`src/sv/orientation_index_table_defines.svh`:
```
// ----------------------------------------------------------------------------
// orientation_index_table_defines
// Assertion macros shared by the heading index table.
// ----------------------------------------------------------------------------
`ifndef ORIENTATION_INDEX_TABLE_DEFINES_SVH
`define ORIENTATION_INDEX_TABLE_DEFINES_SVH

// same-cycle implication, checked outside reset
`define OIT_ASSERT_NOW(label, ante, cons, msg) \
    label: assert property (@(posedge i_clk) disable iff (!i_rst_n) \
        (ante) |-> (cons)) else $error(msg);

// next-cycle implication, checked outside reset
`define OIT_ASSERT_NEXT(label, ante, cons, msg) \
    label: assert property (@(posedge i_clk) disable iff (!i_rst_n) \
        (ante) |=> (cons)) else $error(msg);

`endif

```
`src/sv/oit_pkg.sv`:
```
`timescale 1ns / 1ps
// ----------------------------------------------------------------------------
// oit_pkg
// Shared types, angle constants and the atan2 angle ROM (signed Q3.13).
// ----------------------------------------------------------------------------
package oit_pkg;

    localparam int TWO_PI_Q13     = 51472;
    localparam int PI_Q13         = 25736;
    localparam int HALF_PI_Q13    = 12868;
    localparam int QUARTER_PI_Q13 = 6434;
    localparam int TQ_PI_Q13      = 19302;
    localparam int LIST_LIMIT     = 32;

    typedef struct packed {
        logic clr;
        logic vld;
    } t_scan_ctl;

    typedef struct packed {
        logic              have;
        logic signed [3:0] x;
        logic signed [3:0] y;
    } t_best;

    // rounded angles for one octant ratio lo/hi:
    // atan, pi - atan, pi/2 - atan, pi/2 + atan
    typedef struct packed {
        logic [14:0] low;
        logic [14:0] pi_m;
        logic [14:0] half_m;
        logic [14:0] half_p;
    } t_oct;

    function automatic t_oct oct_rom(logic [3:0] hi, logic [3:0] lo);
        t_oct v;
        case ({hi, lo}) inside
            8'h21, 8'h42, 8'h63, 8'h84: v = '{15'd3798, 15'd21938, 15'd9070, 15'd16666};
            8'h31, 8'h62:               v = '{15'd2636, 15'd23100, 15'd10232, 15'd15504};
            8'h32, 8'h64:               v = '{15'd4817, 15'd20919, 15'd8051, 15'd17685};
            8'h41, 8'h82:               v = '{15'd2007, 15'd23729, 15'd10861, 15'd14875};
            8'h43, 8'h86:               v = '{15'd5272, 15'd20464, 15'd7596, 15'd18140};
            8'h51:                      v = '{15'd1617, 15'd24119, 15'd11251, 15'd14485};
            8'h52:                      v = '{15'd3117, 15'd22619, 15'd9751, 15'd15985};
            8'h53:                      v = '{15'd4427, 15'd21309, 15'd8441, 15'd17295};
            8'h54:                      v = '{15'd5527, 15'd20208, 15'd7340, 15'd18395};
            8'h61:                      v = '{15'd1353, 15'd24383, 15'd11515, 15'd14221};
            8'h65:                      v = '{15'd5691, 15'd20045, 15'd7177, 15'd18559};
            8'h71:                      v = '{15'd1162, 15'd24574, 15'd11706, 15'd14030};
            8'h72:                      v = '{15'd2280, 15'd23456, 15'd10588, 15'd15148};
            8'h73:                      v = '{15'd3317, 15'd22419, 15'd9551, 15'd16185};
            8'h74:                      v = '{15'd4253, 15'd21483, 15'd8615, 15'd17121};
            8'h75:                      v = '{15'd5081, 15'd20655, 15'd7787, 15'd17949};
            8'h76:                      v = '{15'd5805, 15'd19931, 15'd7063, 15'd18673};
            8'h81:                      v = '{15'd1019, 15'd24717, 15'd11849, 15'd13887};
            8'h83:                      v = '{15'd2939, 15'd22797, 15'd9929, 15'd15807};
            8'h85:                      v = '{15'd4576, 15'd21160, 15'd8292, 15'd17444};
            8'h87:                      v = '{15'd5889, 15'd19847, 15'd6979, 15'd18757};
            default:                    v = '0;
        endcase
        return v;
    endfunction

    function automatic logic signed [15:0] angle_q13(logic signed [3:0] x,
                                                     logic signed [3:0] y);
        logic [3:0]  ax;
        logic [3:0]  ay;
        logic [3:0]  hi;
        logic [3:0]  lo;
        logic [14:0] mag;
        t_oct        v;
        ax  = x[3] ? 4'(~x + 4'sd1) : 4'(x);
        ay  = y[3] ? 4'(~y + 4'sd1) : 4'(y);
        hi  = (ay < ax) ? ax : ay;
        lo  = (ay < ax) ? ay : ax;
        v   = oct_rom(hi, lo);
        if (ax == 4'd0 && ay == 4'd0) begin
            mag = '0;
        end else if (ay == 4'd0) begin
            mag = x[3] ? 15'(PI_Q13) : 15'd0;
        end else if (ax == 4'd0) begin
            mag = 15'(HALF_PI_Q13);
        end else if (ax == ay) begin
            mag = x[3] ? 15'(TQ_PI_Q13) : 15'(QUARTER_PI_Q13);
        end else if (ay < ax) begin
            mag = x[3] ? v.pi_m : v.low;
        end else begin
            mag = x[3] ? v.half_p : v.half_m;
        end
        return y[3] ? -$signed({1'b0, mag}) : $signed({1'b0, mag});
    endfunction

endpackage

```
`src/sv/oit_store.sv`:
```
`timescale 1ns / 1ps
// ----------------------------------------------------------------------------
// oit_store
// Grid cell memory (entry number per cell) and entry vector memory,
// each with one write port and one registered read port.
// ----------------------------------------------------------------------------
module oit_store #(
    parameter int GRID_CELLS  = 225,
    parameter int GW          = 8,
    parameter int MAX_ENTRIES = 32,
    parameter int EW          = 5
) (
    input  logic          i_clk,
    input  logic          i_grid_we,
    input  logic [GW-1:0] i_grid_waddr,
    input  logic [EW-1:0] i_grid_wdata,
    input  logic          i_grid_re,
    input  logic [GW-1:0] i_grid_raddr,
    output logic [EW-1:0] o_grid_q,
    input  logic          i_ent_we,
    input  logic [EW-1:0] i_ent_waddr,
    input  logic [7:0]    i_ent_wdata,
    input  logic          i_ent_re,
    input  logic [EW-1:0] i_ent_raddr,
    output logic [7:0]    o_ent_q
);

    logic [EW-1:0] r_grid [GRID_CELLS];
    logic [7:0]    r_vec  [MAX_ENTRIES];
    logic [EW-1:0] r_grid_q;
    logic [7:0]    r_ent_q;

    always_ff @(posedge i_clk) begin
        if (i_grid_we) begin
            r_grid[i_grid_waddr] <= i_grid_wdata;
        end
        if (i_grid_re) begin
            r_grid_q <= r_grid[i_grid_raddr];
        end
    end

    always_ff @(posedge i_clk) begin
        if (i_ent_we) begin
            r_vec[i_ent_waddr] <= i_ent_wdata;
        end
        if (i_ent_re) begin
            r_ent_q <= r_vec[i_ent_raddr];
        end
    end

    assign o_grid_q = r_grid_q;
    assign o_ent_q  = r_ent_q;

endmodule

```
`src/sv/oit_best.sv`:
```
`timescale 1ns / 1ps
// ----------------------------------------------------------------------------
// oit_best
// Shared yaw error unit: angle lookup and |angle - yaw| in one stage,
// compare against the running best in the next. Ties go to the cell
// first in row-major order.
// ----------------------------------------------------------------------------
module oit_best #(
    parameter int EW = 5
) (
    input  logic                i_clk,
    input  logic                i_rst_n,
    input  oit_pkg::t_scan_ctl  i_ctl,
    input  logic signed [3:0]   i_x,
    input  logic signed [3:0]   i_y,
    input  logic [EW-1:0]       i_num,
    input  logic signed [15:0]  i_yaw,
    output oit_pkg::t_best      o_best,
    output logic [EW-1:0]       o_num
);

    logic signed [15:0] ang;
    logic signed [17:0] diff;
    logic [16:0]        err;
    logic               take;

    logic               r_vld;
    logic [16:0]        r_err;
    logic [7:0]         r_key;
    logic signed [3:0]  r_x;
    logic signed [3:0]  r_y;
    logic [EW-1:0]      r_num;

    logic               r_have;
    logic [16:0]        r_berr;
    logic [7:0]         r_bkey;
    logic signed [3:0]  r_bx;
    logic signed [3:0]  r_by;
    logic [EW-1:0]      r_bnum;

    always_comb begin
        ang  = oit_pkg::angle_q13(i_x, i_y);
        diff = 18'(ang) - 18'(i_yaw);
        err  = diff[17] ? 17'(-diff) : 17'(diff);
    end

    always_comb begin
        if (r_have) begin
            take = r_vld && ((r_err < r_berr) || (r_err == r_berr && r_key < r_bkey));
        end else begin
            take = r_vld && (r_err < 17'(oit_pkg::TWO_PI_Q13));
        end
    end

    always_ff @(posedge i_clk) begin
        if (!i_rst_n) begin
            r_vld  <= 1'b0;
            r_have <= 1'b0;
        end else if (i_ctl.clr) begin
            r_vld  <= 1'b0;
            r_have <= 1'b0;
        end else begin
            r_vld <= i_ctl.vld;
            if (take) begin
                r_have <= 1'b1;
            end
        end
    end

    always_ff @(posedge i_clk) begin
        r_err <= err;
        r_key <= {~i_y[3], i_y[2:0], ~i_x[3], i_x[2:0]};
        r_x   <= i_x;
        r_y   <= i_y;
        r_num <= i_num;
        if (take) begin
            r_berr <= r_err;
            r_bkey <= r_key;
            r_bx   <= r_x;
            r_by   <= r_y;
            r_bnum <= r_num;
        end
    end

    assign o_best = '{have: r_have, x: r_bx, y: r_by};
    assign o_num  = r_bnum;

endmodule

```
`src/sv/orientation_index_table.sv`:
```
`timescale 1ns / 1ps
// ----------------------------------------------------------------------------
// orientation_index_table
// Square grid of lattice heading vectors with dense indices in insertion
// order: clear, insert, index lookup, nearest-yaw search and listing.
// ----------------------------------------------------------------------------
//  channel   | handshake          | payload
//  ----------+--------------------+------------------------------------------
//  request   | start / busy       | i_req_type, i_x_comp, i_y_comp, i_yaw
//  result    | o_valid (strobe)   | o_index, o_x_out, o_y_out, o_found,
//            |                    | o_error_flag, o_entry_count, o_last
//
//  Clear and rejected requests need no memory read; insert and lookup read
//  the grid memory, then the entry memory.
//  Nearest yaw: one stored entry per cycle through the
//  shared angle error unit. List: one result per cycle, one per stored entry, at most LIST_LIMIT.
//  After reset a clearing pass over all GRID_CELLS cells (225 by default) zeroes
//  the grid memory; busy stays high meanwhile.
//  Results are strobed for one cycle and are never held off.
// ----------------------------------------------------------------------------
`include "orientation_index_table_defines.svh"

module orientation_index_table #(
    parameter int MAX_COMPONENT = 7,
    parameter int MAX_ENTRIES   = 32
) (
    input  logic               i_clk,
    input  logic               i_rst_n,
    input  logic               start,
    output logic               busy,
    input  logic [2:0]         i_req_type,
    input  logic signed [3:0]  i_x_comp,
    input  logic signed [3:0]  i_y_comp,
    input  logic signed [15:0] i_yaw,
    output logic               o_valid,
    output logic [5:0]         o_index,
    output logic signed [3:0]  o_x_out,
    output logic signed [3:0]  o_y_out,
    output logic               o_found,
    output logic               o_error_flag,
    output logic [5:0]         o_entry_count,
    output logic               o_last
);

    localparam int SIDE       = 2 * MAX_COMPONENT + 1;
    localparam int GRID_CELLS = SIDE * SIDE;
    localparam int GW         = $clog2(GRID_CELLS);
    localparam int EW         = (MAX_ENTRIES > 1) ? $clog2(MAX_ENTRIES) : 1;
    localparam int CW         = $clog2(MAX_ENTRIES + 1);
    localparam int LIST_MAX   = (MAX_ENTRIES < oit_pkg::LIST_LIMIT) ?
                                MAX_ENTRIES : oit_pkg::LIST_LIMIT;

    typedef enum logic [2:0] {
        REQ_CLEAR   = 3'd0,
        REQ_INSERT  = 3'd1,
        REQ_LOOKUP  = 3'd2,
        REQ_NEAREST = 3'd3,
        REQ_LIST    = 3'd4
    } t_req;

    typedef enum logic [2:0] {
        S_INIT,
        S_IDLE,
        S_GRID,
        S_VEC,
        S_SCAN,
        S_WAIT,
        S_FIN,
        S_LIST
    } t_state;

    t_state             r_state, n_state;
    t_req               r_req, n_req;
    logic signed [3:0]  r_x, n_x;
    logic signed [3:0]  r_y, n_y;
    logic signed [15:0] r_yaw, n_yaw;
    logic [GW-1:0]      r_cell, n_cell;
    logic [EW-1:0]      r_num, n_num;
    logic [CW-1:0]      r_count, n_count;
    logic [CW-1:0]      r_k, n_k;

    logic               r_ovld, n_ovld;
    logic [5:0]         r_index, n_index;
    logic signed [3:0]  r_xo, n_xo;
    logic signed [3:0]  r_yo, n_yo;
    logic               r_found, n_found;
    logic               r_err, n_err;
    logic [5:0]         r_cnt_o, n_cnt_o;
    logic               r_last, n_last;

    logic               grid_we;
    logic [GW-1:0]      grid_waddr;
    logic [EW-1:0]      grid_wdata;
    logic               grid_re;
    logic [GW-1:0]      grid_raddr;
    logic [EW-1:0]      grid_q;
    logic               ent_we;
    logic [EW-1:0]      ent_waddr;
    logic               ent_re;
    logic [EW-1:0]      ent_raddr;
    logic [7:0]         ent_q;

    oit_pkg::t_scan_ctl scan_ctl;
    oit_pkg::t_best     best;
    logic [EW-1:0]      best_num;

    logic               in_grid;
    logic [GW-1:0]      cell_in;
    logic               hit;
    logic [CW-1:0]      list_n;

    oit_store #(
        .GRID_CELLS  (GRID_CELLS),
        .GW          (GW),
        .MAX_ENTRIES (MAX_ENTRIES),
        .EW          (EW)
    ) u_store (
        .i_clk        (i_clk),
        .i_grid_we    (grid_we),
        .i_grid_waddr (grid_waddr),
        .i_grid_wdata (grid_wdata),
        .i_grid_re    (grid_re),
        .i_grid_raddr (grid_raddr),
        .o_grid_q     (grid_q),
        .i_ent_we     (ent_we),
        .i_ent_waddr  (ent_waddr),
        .i_ent_wdata  ({r_x, r_y}),
        .i_ent_re     (ent_re),
        .i_ent_raddr  (ent_raddr),
        .o_ent_q      (ent_q)
    );

    oit_best #(
        .EW (EW)
    ) u_best (
        .i_clk   (i_clk),
        .i_rst_n (i_rst_n),
        .i_ctl   (scan_ctl),
        .i_x     (ent_q[7:4]),
        .i_y     (ent_q[3:0]),
        .i_num   (EW'(r_k - CW'(1))),
        .i_yaw   (r_yaw),
        .o_best  (best),
        .o_num   (best_num)
    );

    always_comb begin
        in_grid = (int'(i_x_comp) >= -MAX_COMPONENT) && (int'(i_x_comp) <= MAX_COMPONENT) &&
                  (int'(i_y_comp) >= -MAX_COMPONENT) && (int'(i_y_comp) <= MAX_COMPONENT);
        cell_in = GW'((int'(i_y_comp) + MAX_COMPONENT) * SIDE +
                      int'(i_x_comp) + MAX_COMPONENT);
        hit     = (CW'(r_num) < r_count) && (ent_q == {r_x, r_y});
        list_n  = (r_count > CW'(LIST_MAX)) ? CW'(LIST_MAX) : r_count;
    end

    always_comb begin
        n_state    = r_state;
        n_req      = r_req;
        n_x        = r_x;
        n_y        = r_y;
        n_yaw      = r_yaw;
        n_cell     = r_cell;
        n_num      = r_num;
        n_count    = r_count;
        n_k        = r_k;
        n_ovld     = 1'b0;
        n_index    = '0;
        n_xo       = '0;
        n_yo       = '0;
        n_found    = 1'b0;
        n_err      = 1'b0;
        n_last     = 1'b1;
        grid_we    = 1'b0;
        grid_waddr = r_cell;
        grid_wdata = '0;
        grid_re    = 1'b0;
        grid_raddr = cell_in;
        ent_we     = 1'b0;
        ent_waddr  = r_count[EW-1:0];
        ent_re     = 1'b0;
        ent_raddr  = '0;
        scan_ctl   = '{clr: 1'b0, vld: 1'b0};

        unique case (r_state)
            S_INIT: begin
                grid_we = 1'b1;
                if (r_cell == GW'(GRID_CELLS - 1)) begin
                    n_state = S_IDLE;
                end else begin
                    n_cell = r_cell + GW'(1);
                end
            end
            S_IDLE: begin
                if (start) begin
                    n_req = t_req'(i_req_type);
                    n_x   = i_x_comp;
                    n_y   = i_y_comp;
                    n_yaw = i_yaw;
                    n_cell = cell_in;
                    unique case (t_req'(i_req_type))
                        REQ_CLEAR: begin
                            n_count = '0;
                            n_ovld  = 1'b1;
                        end
                        REQ_INSERT, REQ_LOOKUP: begin
                            if (in_grid) begin
                                grid_re = 1'b1;
                                n_state = S_GRID;
                            end else begin
                                n_ovld = 1'b1;
                                n_err  = 1'b1;
                            end
                        end
                        REQ_NEAREST: begin
                            scan_ctl.clr = 1'b1;
                            if (r_count == '0) begin
                                n_ovld = 1'b1;
                            end else begin
                                ent_re  = 1'b1;
                                n_k     = CW'(1);
                                n_state = S_SCAN;
                            end
                        end
                        REQ_LIST: begin
                            if (r_count == '0) begin
                                n_ovld = 1'b1;
                            end else begin
                                ent_re  = 1'b1;
                                n_k     = CW'(1);
                                n_state = S_LIST;
                            end
                        end
                        default: begin
                            n_ovld = 1'b1;
                        end
                    endcase
                end
            end
            S_GRID: begin
                ent_re    = 1'b1;
                ent_raddr = grid_q;
                n_num     = grid_q;
                n_state   = S_VEC;
            end
            S_VEC: begin
                n_ovld  = 1'b1;
                n_state = S_IDLE;
                if (hit) begin
                    n_index = 6'(CW'(r_num) + CW'(1));
                    n_xo    = r_x;
                    n_yo    = r_y;
                    n_found = 1'b1;
                end else if (r_req == REQ_INSERT) begin
                    if (r_count >= CW'(MAX_ENTRIES)) begin
                        n_err = 1'b1;
                    end else begin
                        grid_we    = 1'b1;
                        grid_wdata = r_count[EW-1:0];
                        ent_we     = 1'b1;
                        n_count    = r_count + CW'(1);
                        n_index    = 6'(r_count + CW'(1));
                        n_xo       = r_x;
                        n_yo       = r_y;
                        n_found    = 1'b1;
                    end
                end
            end
            S_SCAN: begin
                scan_ctl.vld = 1'b1;
                if (r_k == r_count) begin
                    n_state = S_WAIT;
                end else begin
                    ent_re    = 1'b1;
                    ent_raddr = r_k[EW-1:0];
                    n_k       = r_k + CW'(1);
                end
            end
            S_WAIT: begin
                n_state = S_FIN;
            end
            S_FIN: begin
                n_ovld  = 1'b1;
                n_state = S_IDLE;
                if (best.have) begin
                    n_index = 6'(CW'(best_num) + CW'(1));
                    n_xo    = best.x;
                    n_yo    = best.y;
                    n_found = 1'b1;
                end
            end
            S_LIST: begin
                n_ovld  = 1'b1;
                n_index = 6'(r_k);
                n_xo    = ent_q[7:4];
                n_yo    = ent_q[3:0];
                n_found = 1'b1;
                n_last  = (r_k == list_n);
                if (r_k == list_n) begin
                    n_state = S_IDLE;
                end else begin
                    ent_re    = 1'b1;
                    ent_raddr = r_k[EW-1:0];
                    n_k       = r_k + CW'(1);
                end
            end
            default: begin
                n_state = S_IDLE;
            end
        endcase

        n_cnt_o = 6'(n_count);
    end

    always_ff @(posedge i_clk) begin
        if (!i_rst_n) begin
            r_state <= S_INIT;
            r_cell  <= '0;
            r_count <= '0;
            r_ovld  <= 1'b0;
        end else begin
            r_state <= n_state;
            r_cell  <= n_cell;
            r_count <= n_count;
            r_ovld  <= n_ovld;
        end
        r_req   <= n_req;
        r_x     <= n_x;
        r_y     <= n_y;
        r_yaw   <= n_yaw;
        r_num   <= n_num;
        r_k     <= n_k;
        r_index <= n_index;
        r_xo    <= n_xo;
        r_yo    <= n_yo;
        r_found <= n_found;
        r_err   <= n_err;
        r_cnt_o <= n_cnt_o;
        r_last  <= n_last;
    end

    assign busy          = (r_state != S_IDLE);
    assign o_valid       = r_ovld;
    assign o_index       = r_index;
    assign o_x_out       = r_xo;
    assign o_y_out       = r_yo;
    assign o_found       = r_found;
    assign o_error_flag  = r_err;
    assign o_entry_count = r_cnt_o;
    assign o_last        = r_last;

    `OIT_ASSERT_NOW(a_count_bound, r_state != S_INIT, r_count <= CW'(MAX_ENTRIES), "entry count above table size")
    `OIT_ASSERT_NOW(a_err_not_found, o_valid && o_error_flag, !o_found && o_index == '0, "error result names a vector")
    `OIT_ASSERT_NEXT(a_list_runs, o_valid && o_found && !o_last, o_valid && o_found, "list items not back to back")
    `OIT_ASSERT_NOW(a_walk_range, r_state == S_LIST || r_state == S_SCAN, r_k != '0 && r_k <= r_count, "entry walk out of range")

endmodule
```
`config.mk`:
```
export PLATFORM = sky130hd
export DESIGN_NAME = orientation_index_table
export DESIGN_NICKNAME = d
export VERILOG_FILES = /design/src/sv/oit_pkg.sv /design/src/sv/oit_store.sv /design/src/sv/oit_best.sv /design/src/sv/orientation_index_table.sv
export VERILOG_INCLUDE_DIRS = /design/src /design/src/sv
export SDC_FILE = /design/constraint.sdc
export NUM_CORES = 2
export LEC_CHECK = 0
export BUFFER_PORTS_ARGS = -buffer_cell sky130_fd_sc_hd__buf_4
export CAP_MARGIN = 20
export CORE_AREA = 2 2 408 410
export CTS_CLUSTER_DIAMETER = 200
export DETAILED_ROUTE_END_ITERATION = 8
export DIE_AREA = 0 0 410 412
export GPL_TIMING_DRIVEN = 0
export SLEW_MARGIN = 20
export SYNTH_ARGS = -nofsm -noshare
export SYNTH_HDL_FRONTEND = slang
export SYNTH_SLANG_ARGS = --single-unit
```
`constraint.sdc`:
```
create_clock -name i_clk -period 11.4 [get_ports i_clk]
set_clock_uncertainty 0.1 [all_clocks]
set_input_delay 0.57 -clock i_clk [delete_from_list [all_inputs] [get_ports i_clk]]
set_output_delay 0.57 -clock i_clk [all_outputs]
set_load 0.05 [all_outputs]
```
==> flow_summary.toml <==
[run_status]
status = "finished clean"

[synth]
synth_cell_type_count = 104
synthAdderAreaFrac_pct = 2.05
syn_avg_cell_area_um2 = 16.8
ys_ff_latch = 1539
syn_inst = 3894
synthXorXnorAreaFrac_pct = 1.09
synth_compound_area_share_pct = 6.03
synth_top_family_by_area = "multiplexers"
synth_fp_nets = 4023
synth-simple-area-share_pct = 6.08
async_flop_share_pct = 0
synthMuxAreaShare_pct = 13.3
seq_area_frac_synth_pct = 69.4
synth-edff-count = 1464
ys.flop_type = "edfxtp_1"
yosys_warnings = 0
syn_area_um2 = 65500

[power]
p_int_mw = 9.80
p_comb_share_pct = 14.4
powerDensity_nw_per_um2 = 176
p_clk_share_pct = 39.5
p_sw_mw = 3.47
irDropWorstVdd_uv = 162
switching_share_pct = 26.2
leakagePower_nw = 22.4
seq_power_share_pct = 46.2

[sta]
rsz0062_at_grt = "no"
tightest_slew_ns = 1.21
max_slew_margin_pct = 19.7
setup-tns-final_ns = 0
setup_viol_count_final = 0
whs_ns = 0.178
fin_crit_sh_pct = 91.7
min_period_ns = 10.45
hold_viol = 0
slew_violations = 0
fmax_mhz = 95.7

[layout]
stdcell_area_um2 = 75500
synthToLayoutAreaGrowth_pct = 15.3
fin_nets = 4320
drive_above_1_share_pct = 19.3

[setup_path]
regToRegSetupSlack_ns = 0.95
r2r_start = "u_store.o_ent_q[4]"
cp_max_fo = 10
start_kind = "flop"
slowest_stage = "a211oi_2"
crit_required_ns = 11.98
max_stage_delay_ns = 0.65
arrival_ns = 11.03
end_kind = "flop"
worstRegToRegCells = 36
critPathKind = "reg2reg"
r2r_end = "u_best.r_err[3]"
critPathMostFrequentCell = "ha_1"

[drt]
wirelength_um = 174000
wire_per_inst_um = 26.7
vias_per_cell = 5.77
vias = 37600
final_antenna_net_count = 0
dr.pass1.iters = 6
drt_iter0_drc = 4866
drc = 0

[cts]
clk_latency_ns = 0.80
post_cts_buffers = 0
clockBufferDepth = 3
htree_levels = 4
ctsRootBufferMaster = "clkbuf_16"
cts_tree = "yes"
clk_pin_slew_ns = 0.06
cts.sinks = 1539
numCtsBuffers = 160

[place]
io_buffers = 54
gp_congestion = 0.956
place_area_um2 = 69900
place.detailed.hpwl_um = 123000

[global_route]
grt.total_usage_pct = 20.5
grtUsageMet3_pct = 4.01
antenna_found_initial = 7
grt_pass1_wl_um = 255000
grt_pass1_vias = 37000
grt_util_met1_pct = 29.7
grt_max_degree = 78
grt_busiest_layer = "met2"
met2_usage_pct = 31.5
grt-ovfl-total = 0

[worst_hold_path]
hold_path_class = "in2reg"
min_path_cells = 3
worstHoldEndpoint = "o_valid"
min_from = "start"

[die]
fp.dieH_um = 412
core_um2 = 164000
io_pins = 55
start_util_pct = 39.9
die_w_um = 410
die_area_um2 = 169000
rows = 149

[run]
maxCapViolations = 0
## per-layer routing
layer	vias to the layer above	routed length (um)	part of all wire, %
met3	302	15000	8.6
met1	19500	75100	43
li1	16100	-	-
met4	6	4640	2.7
met2	1698	79300	46
met5	-	46	0.026
## power by group through the flow
stage               registers [mW]  logic (mW)  clock network (mW)
global placement              6.25        1.86                   0
detailed placement            6.25        1.86                   0
floorplan                     6.24        1.12                   0
finish                        6.13        1.90                5.24
CTS                           6.13        1.88                5.32
global route                  6.12        1.99                5.52
## state kept, by name (all words and copies together), names as in the netlist, 3 cells and up
signal,count
u_store.r_grid,1125
u_store.r_vec,256
u_best.r_berr,17
u_best.r_err,17
r_yaw,16
grid_waddr,8
u_best.r_key,8
u_store.o_ent_q,8
o_entry_count,6
o_index,6
r_count,6
r_k,6
r_num,5
u_best.o_num,5
u_best.r_num,5
u_store.o_grid_q,5
o_x_out,4
o_y_out,4
r_x,4
r_y,4
u_best.r_bx,4
u_best.r_by,4
r_req,3
r_state,3
## cell usage after synthesis (all sizes together) (8+ instances only)
cell type  instances  area, um^2
inv              115         432
a2111oi           10         108
a211oi           140        1070
o22ai             10        62.6
a22oi              8        65.1
or3               15        93.8
nor3              43         259
o2111ai            8        70.1
and2              48         304
o21ai             72         368
a21oi            130         666
and3               9        56.3
nand2            181         682
nor4              15         100
or4                8        60.1
nand2b            10        62.6
o31ai             13         113
nor2             369        1390
dfxtp             75        1500
o41ai             11         149
xnor2             47         419
nor2b             54         338
xor2              33         297
buf               58         267
clkbuf           163         614
o211ai             9        67.6
fa                11         220
nand3             71         355
edfxtp          1464       44000
mux4             365        8220
a31oi             50         319
nand4             20         125
ha                88        1100
a222oi            13         130
a21o              27         203
mux2i             45         467
## placed cells by master (no fill, tap or decap), types with 15 or more instances in the layout
cell type / n
clkbuf_16: 162
nand4_1: 20
nand2_1: 180
clkinv_1: 33
and2_1: 43
buf_4: 55
a211oi_1: 136
a21oi_1: 126
dfxtp_1: 75
edfxtp_1: 1464
o21ai_0: 64
nor2_1: 365
xnor2_1: 46
ha_1: 88
clkbuf_2: 34
dlygate4sd3_1: 28
xor2_1: 31
inv_1: 113
buf_2: 32
nor3_1: 33
or3_1: 15
mux2i_1: 43
mux4_2: 365
buf_12: 23
a31oi_1: 48
nand3_1: 71
a21o_1: 27
clkbuf_1: 163
clkinv_2: 24
buf_16: 18
nor2b_1: 54
buf_1: 20
## worst max path at each step
stage                                   from                    end  slack [ns]  depth (start not counted)
after floorplan                   r_count[2]   u_store.r_grid[0][1]        2.70                         12
after global placement                r_y[3]  u_store.r_grid[88][2]       -4.99                          8
after detailed placement  u_store.o_ent_q[4]       u_best.r_err[11]        0.92                         36
after CTS                 u_store.o_ent_q[4]       u_best.r_err[11]        0.86                         36
after global routing      u_store.o_ent_q[4]        u_best.r_err[9]        0.37                         36
final                     u_store.o_ent_q[4]        u_best.r_err[3]        0.95                         36
## layout make-up
cell class                      instances  area [um^2]
Timing Repair Buffer                  135         1820
Fill cell                           14000        88700
Buffer                                221          923
Tap cell                             2189         2740
Inverter                              117          439
Sequential cell                      1539        45500
Antenna cell                            4         10.0
Clock inverter                         97         1080
Clock buffer                          197         4240
Multi-Input combinational cell       2017        18800
## stage by stage
step	instances	util, %	setup WS [ns]	power [mW]
floorplan	3894	-	2.70	7.36
global placement	6137	41.8	-4.99	8.11
detailed placement	6190	42.6	0.916	8.11
CTS	6512	46.0	0.862	13.3
global route	6512	46.0	0.369	13.6
finish	6516	46.0	0.946	13.3
## kinds of logic after synthesis
kind of cell / after synthesis
and+or+nand+nor: 862
adders and majority gates: 101
buffers and inverters: 338
DFF: 1539
AOI/OAI and AO/OA: 561
xor gates and xnor gates: 80
muxes: 413
## critical path: cells and delay by family, from the launching register on
family / cells / cell delay, ns
xor gates and xnor gates: 3 / 0.87
and+or+nand+nor: 7 / 1.10
adders and majority gates: 4 / 1.31
AOI/OAI and AO/OA: 15 / 4.20
buffers and inverters: 7 / 2.21
DFF: 1 / 0.49
## repair_timing
| item | in CTS | in global routing |
|---|---|---|
| hold buffers | 28 | 0 |
| endpoints found under the hold margin | 32 | 0 |
| gates resized for setup | 0 | 1 |
| endpoints found under the setup margin | 0 | 1 |
(Power assumes the default switching activity.)
